## src/sv/trfd_pkg.sv

```systemverilog
// trfd_pkg: shared types and constants for the touch report frame decoder
// used by trfd_front, trfd_queue, trfd_back and the top level; no dependencies
`timescale 1ns / 1ps

package trfd_pkg;

	// event codes on the result channel
	typedef enum logic [1:0] {
		EV_TOUCH   = 2'd0,
		EV_RELEASE = 2'd1,
		EV_CLEAR   = 2'd2
	} ev_kind_t;

	// status byte fields
	localparam logic [7:0] READY_MASK = 8'h80;
	localparam logic [7:0] COUNT_MASK = 8'h0f;

	// byte positions inside one point record
	localparam logic [2:0] POS_ID   = 3'd0;
	localparam logic [2:0] POS_X_LO = 3'd1;
	localparam logic [2:0] POS_X_HI = 3'd2;
	localparam logic [2:0] POS_Y_LO = 3'd3;
	localparam logic [2:0] POS_Y_HI = 3'd4;
	localparam logic [2:0] POS_W_LO = 3'd5;
	localparam logic [2:0] POS_W_HI = 3'd6;

	// queue between front and back
	localparam int QDEPTH = 4;
	localparam int QPTR_W = $clog2(QDEPTH);
	localparam int QCNT_W = $clog2(QDEPTH + 1);

	// one queued job: a first event, optionally followed by a clear-status event
	typedef struct packed {
		logic        two;
		ev_kind_t    kind;
		logic [3:0]  id;
		logic [15:0] x;
		logic [15:0] y;
		logic [15:0] w;
	} job_t;

	// a bare clear-status event
	localparam job_t CLEAR_JOB = '{two: 1'b0, kind: EV_CLEAR, id: 4'd0,
		x: 16'd0, y: 16'd0, w: 16'd0};

	typedef struct packed {
		logic full;
		logic empty;
	} q_status_t;

endpackage

```

## src/sv/trfd_front.sv

```systemverilog
// trfd_front: accepts report bytes, tracks frame state, assembles point records
// and pushes event jobs; depends on trfd_pkg
`timescale 1ns / 1ps

module trfd_front #(
	parameter int MAX_POINTS = 5
) (
	input  logic             clk,
	input  logic             arst_n,
	input  logic             touch_disable,
	input  logic             raw_mode,
	input  logic             accept,
	input  logic             frame_start,
	input  logic [7:0]       data_byte,
	output logic             push,
	output trfd_pkg::job_t   push_job
);
	import trfd_pkg::*;

	logic        in_frame_q;
	logic [3:0]  points_left_q;
	logic [2:0]  byte_in_point_q;
	logic [3:0]  prev_count_q;
	logic [3:0]  rec_id_q;
	logic [15:0] rec_x_q;
	logic [15:0] rec_y_q;
	logic [7:0]  rec_w_q;

	logic [3:0]  count;
	logic        rejected;
	logic        opens;
	logic [3:0]  pl_dec;
	logic        last_point;

	assign count      = data_byte[3:0] & COUNT_MASK[3:0];
	assign rejected   = ((data_byte & READY_MASK) == 8'h00) || (count > 4'(MAX_POINTS));
	assign opens      = (data_byte != 8'h00) && !rejected && (count != 4'd0);
	assign pl_dec     = points_left_q - 4'd1;
	assign last_point = (pl_dec == 4'd0);

	// classify the byte into at most one job
	always_comb begin
		push          = 1'b0;
		push_job      = '0;
		push_job.kind = EV_CLEAR;
		push_job.id   = rec_id_q;
		push_job.x    = rec_x_q;
		push_job.y    = rec_y_q;
		push_job.w    = {data_byte, rec_w_q};
		if (accept) begin
			if (frame_start) begin
				push_job = '0;
				push_job.kind = EV_CLEAR;
				if (data_byte == 8'h00) begin
					push = 1'b0;
				end else if (rejected) begin
					push = !raw_mode;
				end else if (count == 4'd0) begin
					if (prev_count_q != 4'd0) begin
						push          = 1'b1;
						push_job.kind = EV_RELEASE;
						push_job.two  = !raw_mode;
					end else begin
						push = !raw_mode;
					end
				end
			end else if (in_frame_q && byte_in_point_q == POS_W_HI) begin
				if (!touch_disable) begin
					push          = 1'b1;
					push_job.kind = EV_TOUCH;
					push_job.two  = last_point && !raw_mode;
				end else begin
					push          = last_point && !raw_mode;
					push_job      = '0;
					push_job.kind = EV_CLEAR;
				end
			end
		end
	end

	// frame state and record assembly
	always_ff @(posedge clk or negedge arst_n) begin
		if (!arst_n) begin
			in_frame_q      <= 1'b0;
			points_left_q   <= 4'd0;
			byte_in_point_q <= 3'd0;
			prev_count_q    <= 4'd0;
			rec_id_q        <= 4'd0;
			rec_x_q         <= 16'd0;
			rec_y_q         <= 16'd0;
			rec_w_q         <= 8'd0;
		end else if (accept) begin
			if (frame_start) begin
				in_frame_q      <= opens;
				points_left_q   <= opens ? count : 4'd0;
				byte_in_point_q <= 3'd0;
				if (data_byte != 8'h00 && !rejected) begin
					prev_count_q <= count;
				end
			end else if (in_frame_q) begin
				// the last point closes the frame
				if (byte_in_point_q == POS_W_HI && last_point) begin
					in_frame_q      <= 1'b0;
					byte_in_point_q <= 3'd0;
				end else begin
					byte_in_point_q <= byte_in_point_q + 3'd1;
				end
				unique case (byte_in_point_q)
					POS_ID: begin
						rec_id_q <= data_byte[3:0];
						rec_x_q  <= 16'd0;
						rec_y_q  <= 16'd0;
						rec_w_q  <= 8'd0;
					end
					POS_X_LO: rec_x_q[7:0]  <= data_byte;
					POS_X_HI: rec_x_q[15:8] <= data_byte;
					POS_Y_LO: rec_y_q[7:0]  <= data_byte;
					POS_Y_HI: rec_y_q[15:8] <= data_byte;
					POS_W_LO: rec_w_q       <= data_byte;
					POS_W_HI: points_left_q <= pl_dec;
					default: ;
				endcase
			end
		end
	end

endmodule

```

## src/sv/trfd_queue.sv

```systemverilog
// trfd_queue: short job queue between the front and the back
// depends on trfd_pkg
`timescale 1ns / 1ps

module trfd_queue (
	input  logic                 clk,
	input  logic                 arst_n,
	input  logic                 push,
	input  trfd_pkg::job_t       push_job,
	input  logic                 pop,
	output trfd_pkg::job_t       head_job,
	output trfd_pkg::q_status_t  status
);
	import trfd_pkg::*;

	job_t              mem_q [QDEPTH];
	logic [QPTR_W-1:0] wr_ptr_q;
	logic [QPTR_W-1:0] rd_ptr_q;
	logic [QCNT_W-1:0] count_q;
	logic              do_push;
	logic              do_pop;

	assign status.full  = (count_q == QCNT_W'(QDEPTH));
	assign status.empty = (count_q == '0);
	assign do_push      = push && !status.full;
	assign do_pop       = pop && !status.empty;
	assign head_job     = mem_q[rd_ptr_q];

	// storage
	always_ff @(posedge clk) begin
		if (do_push) begin
			mem_q[wr_ptr_q] <= push_job;
		end
	end

	// pointers and fill count
	always_ff @(posedge clk or negedge arst_n) begin
		if (!arst_n) begin
			wr_ptr_q <= '0;
			rd_ptr_q <= '0;
			count_q  <= '0;
		end else begin
			if (do_push) begin
				wr_ptr_q <= wr_ptr_q + QPTR_W'(1);
			end
			if (do_pop) begin
				rd_ptr_q <= rd_ptr_q + QPTR_W'(1);
			end
			if (do_push && !do_pop) begin
				count_q <= count_q + QCNT_W'(1);
			end else if (do_pop && !do_push) begin
				count_q <= count_q - QCNT_W'(1);
			end
		end
	end

endmodule

```

## src/sv/trfd_back.sv

```systemverilog
// trfd_back: pops jobs and drives the result channel through an output register
// depends on trfd_pkg
`timescale 1ns / 1ps

module trfd_back (
	input  logic                 clk,
	input  logic                 arst_n,
	input  trfd_pkg::job_t       head_job,
	input  trfd_pkg::q_status_t  q_status,
	output logic                 pop,
	input  logic                 out_stall,
	output logic                 out_valid,
	output trfd_pkg::job_t       out_job,
	output logic                 out_last
);
	import trfd_pkg::*;

	logic valid_q;
	logic second_q;
	logic last_q;
	job_t job_q;
	logic load;

	assign load      = !valid_q || !out_stall;
	assign pop       = load && !second_q && !q_status.empty;
	assign out_valid = valid_q;
	assign out_job   = job_q;
	assign out_last  = last_q;

	// control: output valid and pending clear-status word
	always_ff @(posedge clk or negedge arst_n) begin
		if (!arst_n) begin
			valid_q  <= 1'b0;
			second_q <= 1'b0;
		end else if (load) begin
			if (second_q) begin
				valid_q  <= 1'b1;
				second_q <= 1'b0;
			end else if (!q_status.empty) begin
				valid_q  <= 1'b1;
				second_q <= head_job.two;
			end else begin
				valid_q <= 1'b0;
			end
		end
	end

	// output payload
	always_ff @(posedge clk) begin
		if (load) begin
			if (second_q) begin
				job_q  <= CLEAR_JOB;
				last_q <= 1'b1;
			end else if (!q_status.empty) begin
				job_q  <= head_job;
				last_q <= !head_job.two;
			end
		end
	end

endmodule

```

## src/sv/touch_report_frame_decoder_top.sv

```systemverilog
// touch_report_frame_decoder_top: touch controller coordinate report decoder
// instantiates trfd_front, trfd_queue and trfd_back; depends on trfd_pkg
//
// Usage:
//   Input channel (in_valid/in_stall) takes one report word per unstalled
//   cycle: frame_start marks the status byte, data_byte is the raw byte.
//   Result channel (out_valid/out_stall) gives events: event_kind, point_id,
//   x_coord, y_coord, touch_size and last, set on the final event of a byte.
//   Configuration: cfg_write with cfg_index 0 writes touch_disable, index 1
//   writes raw_mode, both from cfg_data bit 0; write only while idle.
// Timing:
//   The front classifies one byte per unstalled cycle and pushes a job into
//   a four-entry queue; the back drains one event per unstalled cycle into
//   an output register. A byte's clear-status event, if it has one, follows
//   its first event ahead of the next job. in_stall rises when the queue
//   is full, which happens only while the receiver holds out_stall; the
//   held event stays stable until taken.
// Reset: arst_n clears frame state, previous count, queue and output valid.
`timescale 1ns / 1ps

module touch_report_frame_decoder_top #(
	parameter int MAX_POINTS = 5
) (
	input  logic        clk,
	input  logic        arst_n,
	input  logic        cfg_write,
	input  logic        cfg_index,
	input  logic        cfg_data,
	input  logic        in_valid,
	output logic        in_stall,
	input  logic        frame_start,
	input  logic [7:0]  data_byte,
	output logic        out_valid,
	input  logic        out_stall,
	output logic [1:0]  event_kind,
	output logic [3:0]  point_id,
	output logic [15:0] x_coord,
	output logic [15:0] y_coord,
	output logic [15:0] touch_size,
	output logic        last
);
	import trfd_pkg::*;

	localparam logic REG_TOUCH_DISABLE = 1'b0;
	localparam logic REG_RAW_MODE      = 1'b1;

	logic      touch_disable_q;
	logic      raw_mode_q;
	logic      accept;
	logic      push;
	job_t      push_job;
	logic      pop;
	job_t      head_job;
	q_status_t q_status;
	job_t      out_job;

	// configuration registers
	always_ff @(posedge clk or negedge arst_n) begin
		if (!arst_n) begin
			touch_disable_q <= 1'b0;
			raw_mode_q      <= 1'b0;
		end else if (cfg_write) begin
			unique case (cfg_index)
				REG_TOUCH_DISABLE: touch_disable_q <= cfg_data;
				REG_RAW_MODE:      raw_mode_q      <= cfg_data;
				default: ;
			endcase
		end
	end

	assign in_stall = q_status.full;
	assign accept   = in_valid && !in_stall;

	trfd_front #(
		.MAX_POINTS(MAX_POINTS)
	) u_front (
		.clk          (clk),
		.arst_n       (arst_n),
		.touch_disable(touch_disable_q),
		.raw_mode     (raw_mode_q),
		.accept       (accept),
		.frame_start  (frame_start),
		.data_byte    (data_byte),
		.push         (push),
		.push_job     (push_job)
	);

	trfd_queue u_queue (
		.clk     (clk),
		.arst_n  (arst_n),
		.push    (push),
		.push_job(push_job),
		.pop     (pop),
		.head_job(head_job),
		.status  (q_status)
	);

	trfd_back u_back (
		.clk      (clk),
		.arst_n   (arst_n),
		.head_job (head_job),
		.q_status (q_status),
		.pop      (pop),
		.out_stall(out_stall),
		.out_valid(out_valid),
		.out_job  (out_job),
		.out_last (last)
	);

	// result payload
	assign event_kind = out_job.kind;
	assign point_id   = out_job.id;
	assign x_coord    = out_job.x;
	assign y_coord    = out_job.y;
	assign touch_size = out_job.w;

endmodule
```

## config.mk

```make
export PLATFORM = sky130hd
export DESIGN_NAME = touch_report_frame_decoder_top
export DESIGN_NICKNAME = d
export VERILOG_FILES = /design/src/sv/trfd_pkg.sv /design/src/sv/trfd_front.sv /design/src/sv/trfd_queue.sv /design/src/sv/trfd_back.sv /design/src/sv/touch_report_frame_decoder_top.sv
export SDC_FILE = /design/constraint.sdc
export NUM_CORES = 1
export LEC_CHECK = 0
export BUFFER_PORTS_ARGS = -buffer_cell sky130_fd_sc_hd__buf_2
export CORE_ASPECT_RATIO = 1.2
export CORE_MARGIN = 3
export CORE_UTILIZATION = 35
export DETAILED_ROUTE_END_ITERATION = 8
export GPL_TIMING_DRIVEN = 0
export PLACE_DENSITY = 0.48
export SLEW_MARGIN = 20
export SYNTH_ARGS = -nofsm -noshare
export SYNTH_HDL_FRONTEND = slang
export SYNTH_SLANG_ARGS = --single-unit
export TNS_END_PERCENT = 20
```

## constraint.sdc

```tcl
create_clock -name clk -period 11.8 [get_ports clk]
set_input_delay 1.77 -clock clk [delete_from_list [all_inputs] [get_ports clk]]
set_output_delay 1.77 -clock clk [all_outputs]
set_load 0.005 [all_outputs]
```

# Word level (Yosys, flattened, before mapping)
# Memory sizes are Yosys's and may differ from the RTL's.
# Cells that the tools add are included.
# totals
register_bits,122
ramBits,220
input_bits,16
out_inout_bits,57
elab_cells,136
memories,1
# memory_table
memory,depth,word_bits,read_ports,rd_ports_with_merged_regs,wr,line,text
u_queue.mem_q,4,55,1,0,1,trfd_queue.sv:16,job_t mem_q [QDEPTH];
# op_classes
add_sub_neg,6
n_lt_le_gt_ge,1
eq_ne,8
mux,42
n_bitwise,2
n_reduce_logical,53
# op_table
cell,n
$mux W55,3
$pmux W8 S2,5
$mux W54,1
$mux W52,1
$mux W3,10
$reduce_and A4 Y1,6
$mux W1,18
$logic_not A8 Y1,2
$mux W4,4
$reduce_bool A2 Y1,8
$eq A3 B3 Y1 const B,4
$logic_and A1 B1 Y1,12
$logic_not A1 Y1,10
$logic_not A4 Y1,2
$reduce_and A2 Y1,4
$reduce_bool A4 Y1,2
$reduce_bool A8 Y1,1
$add A3 B1 Y3 const B,2
$eq A3 B2 Y1 const B,2
$logic_not A3 Y1,2
$reduce_and A3 Y1,2
$add A2 B1 Y2 const B,2
$gt A4 B3 Y1 const B,1
$sub A4 B1 Y4 const B,1
5 further kinds,7

# Logic depth before layout (Yosys ltp)
# logic_depth
word_depth,12
depth_mapped,12
depth_no_buf,12

# By module
# Synthesis repeated with hierarchy kept, for this count alone.
# unflattened
hier_cells,785
area_unflattened_um2,13524.2
# modules_own_cells
mod,n_inst,cells_per_inst,area_each_um2,seq_area_each_um2
trfd_queue,1,323,8349.3,6781.5
trfd_front,1,329,2917.8,1401.3
trfd_back,1,126,2164.6,1731.7
touch_report_frame_decoder_top,1,7,92.6,50.0

# Worst setup path before layout
# No wires, ideal clock.
# synth_timing
path_kind,input port to flip-flop
start,input port out_stall
end,"register u_back.job_q, in the netlist u_back.out_job[0] (enable)"
setup_time_ps,486
t_arrival_ps,4397
required_ps,11314
path_slack_ps,6917
path_stages,1
n_path_buf,0
cell_sequence,a21oi_1
# synth_via
elab_chain_cells,3
# synth_rtl
element,line,text
"start, declared",touch_report_frame_decoder_top.sv:34,"input logic out_stall,"
$logic_not A1 Y1,trfd_back.sv:24,assign load = !valid_q || !out_stall;
$logic_or A1 B1 Y1,trfd_back.sv:24,
$reduce_and A2 Y1 (no source line),-,
"end signal, assigned",trfd_back.sv:55,job_q <= head_job;
"end, declared",trfd_back.sv:21,job_t job_q;
# Every way passes these cells.
# A chain may end at the register's enable or synchronous reset.

# Worst setup path in the final report
# layout_timing
start,input port data_byte[1]
end,register u_queue.count_q[1]
# layout_via
elab_chain_cells,10
elab_cells_between_ends,15
classes_between,order compare (1); mux (6); reduce/logical (8)
# layout_rtl
element,line,text
"start, declared",touch_report_frame_decoder_top.sv:32,"input logic [7:0] data_byte,"
$gt A4 B3 Y1 or $logic_not A4 Y1 (tied branches),"trfd_front.sv:36, trfd_front.sv:58",
$logic_or A1 B1 Y1 or $mux W1 (tied branches),"trfd_front.sv:36, trfd_front.sv:58",
$mux W1,trfd_front.sv:56,end else if (rejected) begin
$mux W1 (*),trfd_front.sv:54,if (data_byte == 8'h00) begin
$mux W1 (*),trfd_front.sv:51,if (frame_start) begin
$mux W1 (*),trfd_front.sv:50,if (accept) begin
$logic_and A1 B1 Y1 (*),trfd_queue.sv:25,assign do_push = push && !status.full;
via u_queue.do_push,trfd_queue.sv:20,logic do_push;
$logic_not A1 Y1,trfd_queue.sv:51,end else if (do_pop && !do_push) begin
$logic_and A1 B1 Y1,trfd_queue.sv:51,
$reduce_bool A2 Y1 (no source line),-,
"end signal, assigned",trfd_queue.sv:50,count_q <= count_q + QCNT_W'(1);
"end signal, assigned",trfd_queue.sv:52,count_q <= count_q - QCNT_W'(1);
"end, declared",trfd_queue.sv:19,logic [QCNT_W-1:0] count_q;
# The timed path passes the listed nets; every way through them passes the cells marked *.

==> run metrics <==
# fillers 3462; grt ovf 0; Slew Limit Fails 0; Max Cap Viol 0; worst slew pin tran 0.952 ns; cts bufs inserted 38; Final GP Congestion 0.754; unrepaired setup endpoints after global routing false; Mapped Cells 786; die area 40800 um2; WP data required 12.20 ns; Max rail drop VDD 0.0000949 V; placed cell area 14600 um2; clk_lat worst skew 0.52 ns; worst hold margin 0.463 ns; final non-filler cell area 15800 um2; DR DRC count 0; dpl hpwl 18400 um; first-pass GRT wire length 45300 um; total power 3.70 mW; First-pass DRT Iterations 5; Yosys top cell by area edfxtp_1; IO Count 73; TritonCTS Sinks 342; syn nets 815; die width 185 um; Routed wire per std cell 20.8 um; clock-pin slew on the worst setup and hold paths 0.06 ns; IO buf count 71; asr flop ratio synth 19.6%; Hold-fix buffers, CTS 0; area fraction of the dominant cell type after synthesis 61.4%; Yosys reg bits 342; number of enable flip-flop cells after synthesis 275; Die Ht 221 um; DRT antenna net count 0; setup TNS 0 ns; status finished, final reports clean; post-CTS sizing 0; nets 933; Total GRT Usage 14.8%; share of cells above drive strength 1 22.5%; H-tree Lvls 2; vias per cell 4.91; Post-Syn Area 13400 um2; endpoints failing setup 0; critical path peak fanout 10; largest net degree at the start of global routing 44; initial antenna violation count 0; cell area power density 234 nW/um2; core area 37900 um2; Clock Tree Buf Depth 3; vias in the first global route 7243; Area growth syn-to-layout 17.5%; Arr. time, crit path 4.57 ns; DR iter-0 viols 402; Initial Utilization 35.5%; sequential share of the synthesized area 73.9%; endpoint class of the critical path flip-flop; Pleak 5.68 nW; endpoints failing hold 0; # rows 78; Total Wirelength 29300 um; diodes inserted 0; Syn Area/Cell 17.1 um2; CTS tree built; detailed-route via count 6936; crit path time final 4.17 ns; largest cells by area after synthesis edfxtp_1, dfrtp_1, mux4_2, nor2b_1, and2_1; element type at the critical path start primary input; hold crit path type reg2reg; Final Cycle Share 35.4%; Synthesis Warnings 0; post-CTS setup buffer count 0; Clock Skews 0.0186 ns; CP Class in2reg; Post-synth top flop edfxtp_1; synth unique cells 50; Fmax achieved 240 MHz; Max-slew headroom 36.5%; clk root buf clkbuf_16
==> metal layers <==
metal	share of wire, %	GRT usage [%]	wire, um
met5	0	0	0
met4	1.7	3.78	510
met3	4.0	2.53	1170
met2	49	24.8	14400
met1	45	20.2	13200
==> cells in the mapped netlist, drive strengths merged (2+ instances only) <==
cell    count
nor2       10
a21oi      22
o21ai      30
a32o        2
a22o        9
nand3      28
and2       44
nand2      45
a211oi      2
o21a        2
inv        28
buf        13
and3        2
clkbuf     30
ha         12
edfxtp    275
nand2b      2
mux4       55
mux2       11
xnor2       3
dfrtp      67
nor4        4
xor2        4
nor2b      57
nor3        8
==> path summary, 6_finish.rpt <==
kind | startpoint | end | slack (ns) | cells after the start
min in group asynchronous | arst_n | u_front.rec_w_q[5] | 1.17 | 1
min reg2reg | u_front.rec_y_q[7] | u_front.rec_y_q[7] | 0.46 | 2
min | u_front.rec_y_q[7] | u_front.rec_y_q[7] | 0.46 | 2
max in group asynchronous | arst_n | u_front.rec_y_q[11] | 10.05 | 2
max | data_byte[1] | u_queue.count_q[1] | 7.63 | 11
max reg2reg | u_queue.count_q[0] | u_queue.count_q[1] | 8.97 | 10
==> stage by stage <==
stage / setup slack [ns] / cells / util [%]
final: 7.63 / 1413 / 41.7
after global routing: 7.48 / 1413 / 41.7
after CTS: 7.67 / 1413 / 41.7
after detailed placement: 7.13 / 1344 / 38.6
after global placement: 4.89 / 1337 / 38.0
after floorplan: 6.92 / 786 / -
==> layout make-up <==
type | instances | area, um2 | share of cell area [%]
Buffer | 43 | 168 | 1.06
Clock buffer | 56 | 1080 | 6.83
Clock inverter | 13 | 119 | 0.752
Inverter | 28 | 105 | 0.665
Multi-Input combinational cell | 373 | 3260 | 20.6
Sequential cell | 342 | 9930 | 62.9
Tap cell | 480 | 601 | 3.80
Timing Repair Buffer | 78 | 536 | 3.39
==> report_power, final <==
group | switching (mW) | internal [mW] | total, mW
Combinational | 0.491 | 0.407 | 0.899
Clock | 0.456 | 0.679 | 1.13
Sequential | 0.0749 | 1.59 | 1.67
Total | 1.02 | 2.68 | 3.70
==> state kept, by name, summed over array words and instances (netlist names) <==
name and flops:
u_front.byte_in_point_q 3, u_front.prev_count_q 4, u_front.rec_x_q 16, u_front.points_left_q 4, u_front.rec_w_q 8, u_queue.wr_ptr_q 2, u_front.rec_id_q 4, u_back.out_last 1
raw_mode_q 1, u_queue.count_q 3, u_front.rec_y_q 16, touch_disable_q 1, u_front.in_frame_q 1, u_queue.rd_ptr_q 2, u_queue.mem_q 220, u_back.out_job 54
u_back.second_q 1, u_back.out_valid 1
==> kinds of logic after synthesis <==
group / share of synthesized area (%)
buf+inv: 2.03
mux: 10.2
fa+ha+maj: 1.27
xor+xnor: 0.456
simple gates: 8.66
compound gates: 3.54
flops: 73.9
==> cells in the final DEF (no fill, tap or decap), drive strengths merged, types with 2 or more instances in the layout <==
cell type,instances
a211oi,2
a21oi,22
a22o,9
a32o,2
and2,44
and3,2
buf,91
bufinv,2
clkbuf,86
clkinv,9
dfrtp,67
edfxtp,275
ha,12
inv,30
mux2,11
mux4,55
nand2,45
nand2b,2
nand3,28
nor2,10
nor2b,57
nor3,8
nor4,4
o21a,2
o21ai,30
xnor2,3
xor2,4
==> critical path, cell delays in order <==
cell	delay [ns]
buf_2	0.10
clkbuf_1	0.70
nand2_1	0.15
and4b_1	0.31
nand3_1	0.12
inv_1	0.11
a211o_4	0.34
ha_1	0.23
inv_1	0.07
fa_1	0.40
mux2_2	0.26
Power figures use the tool's default switching activity.
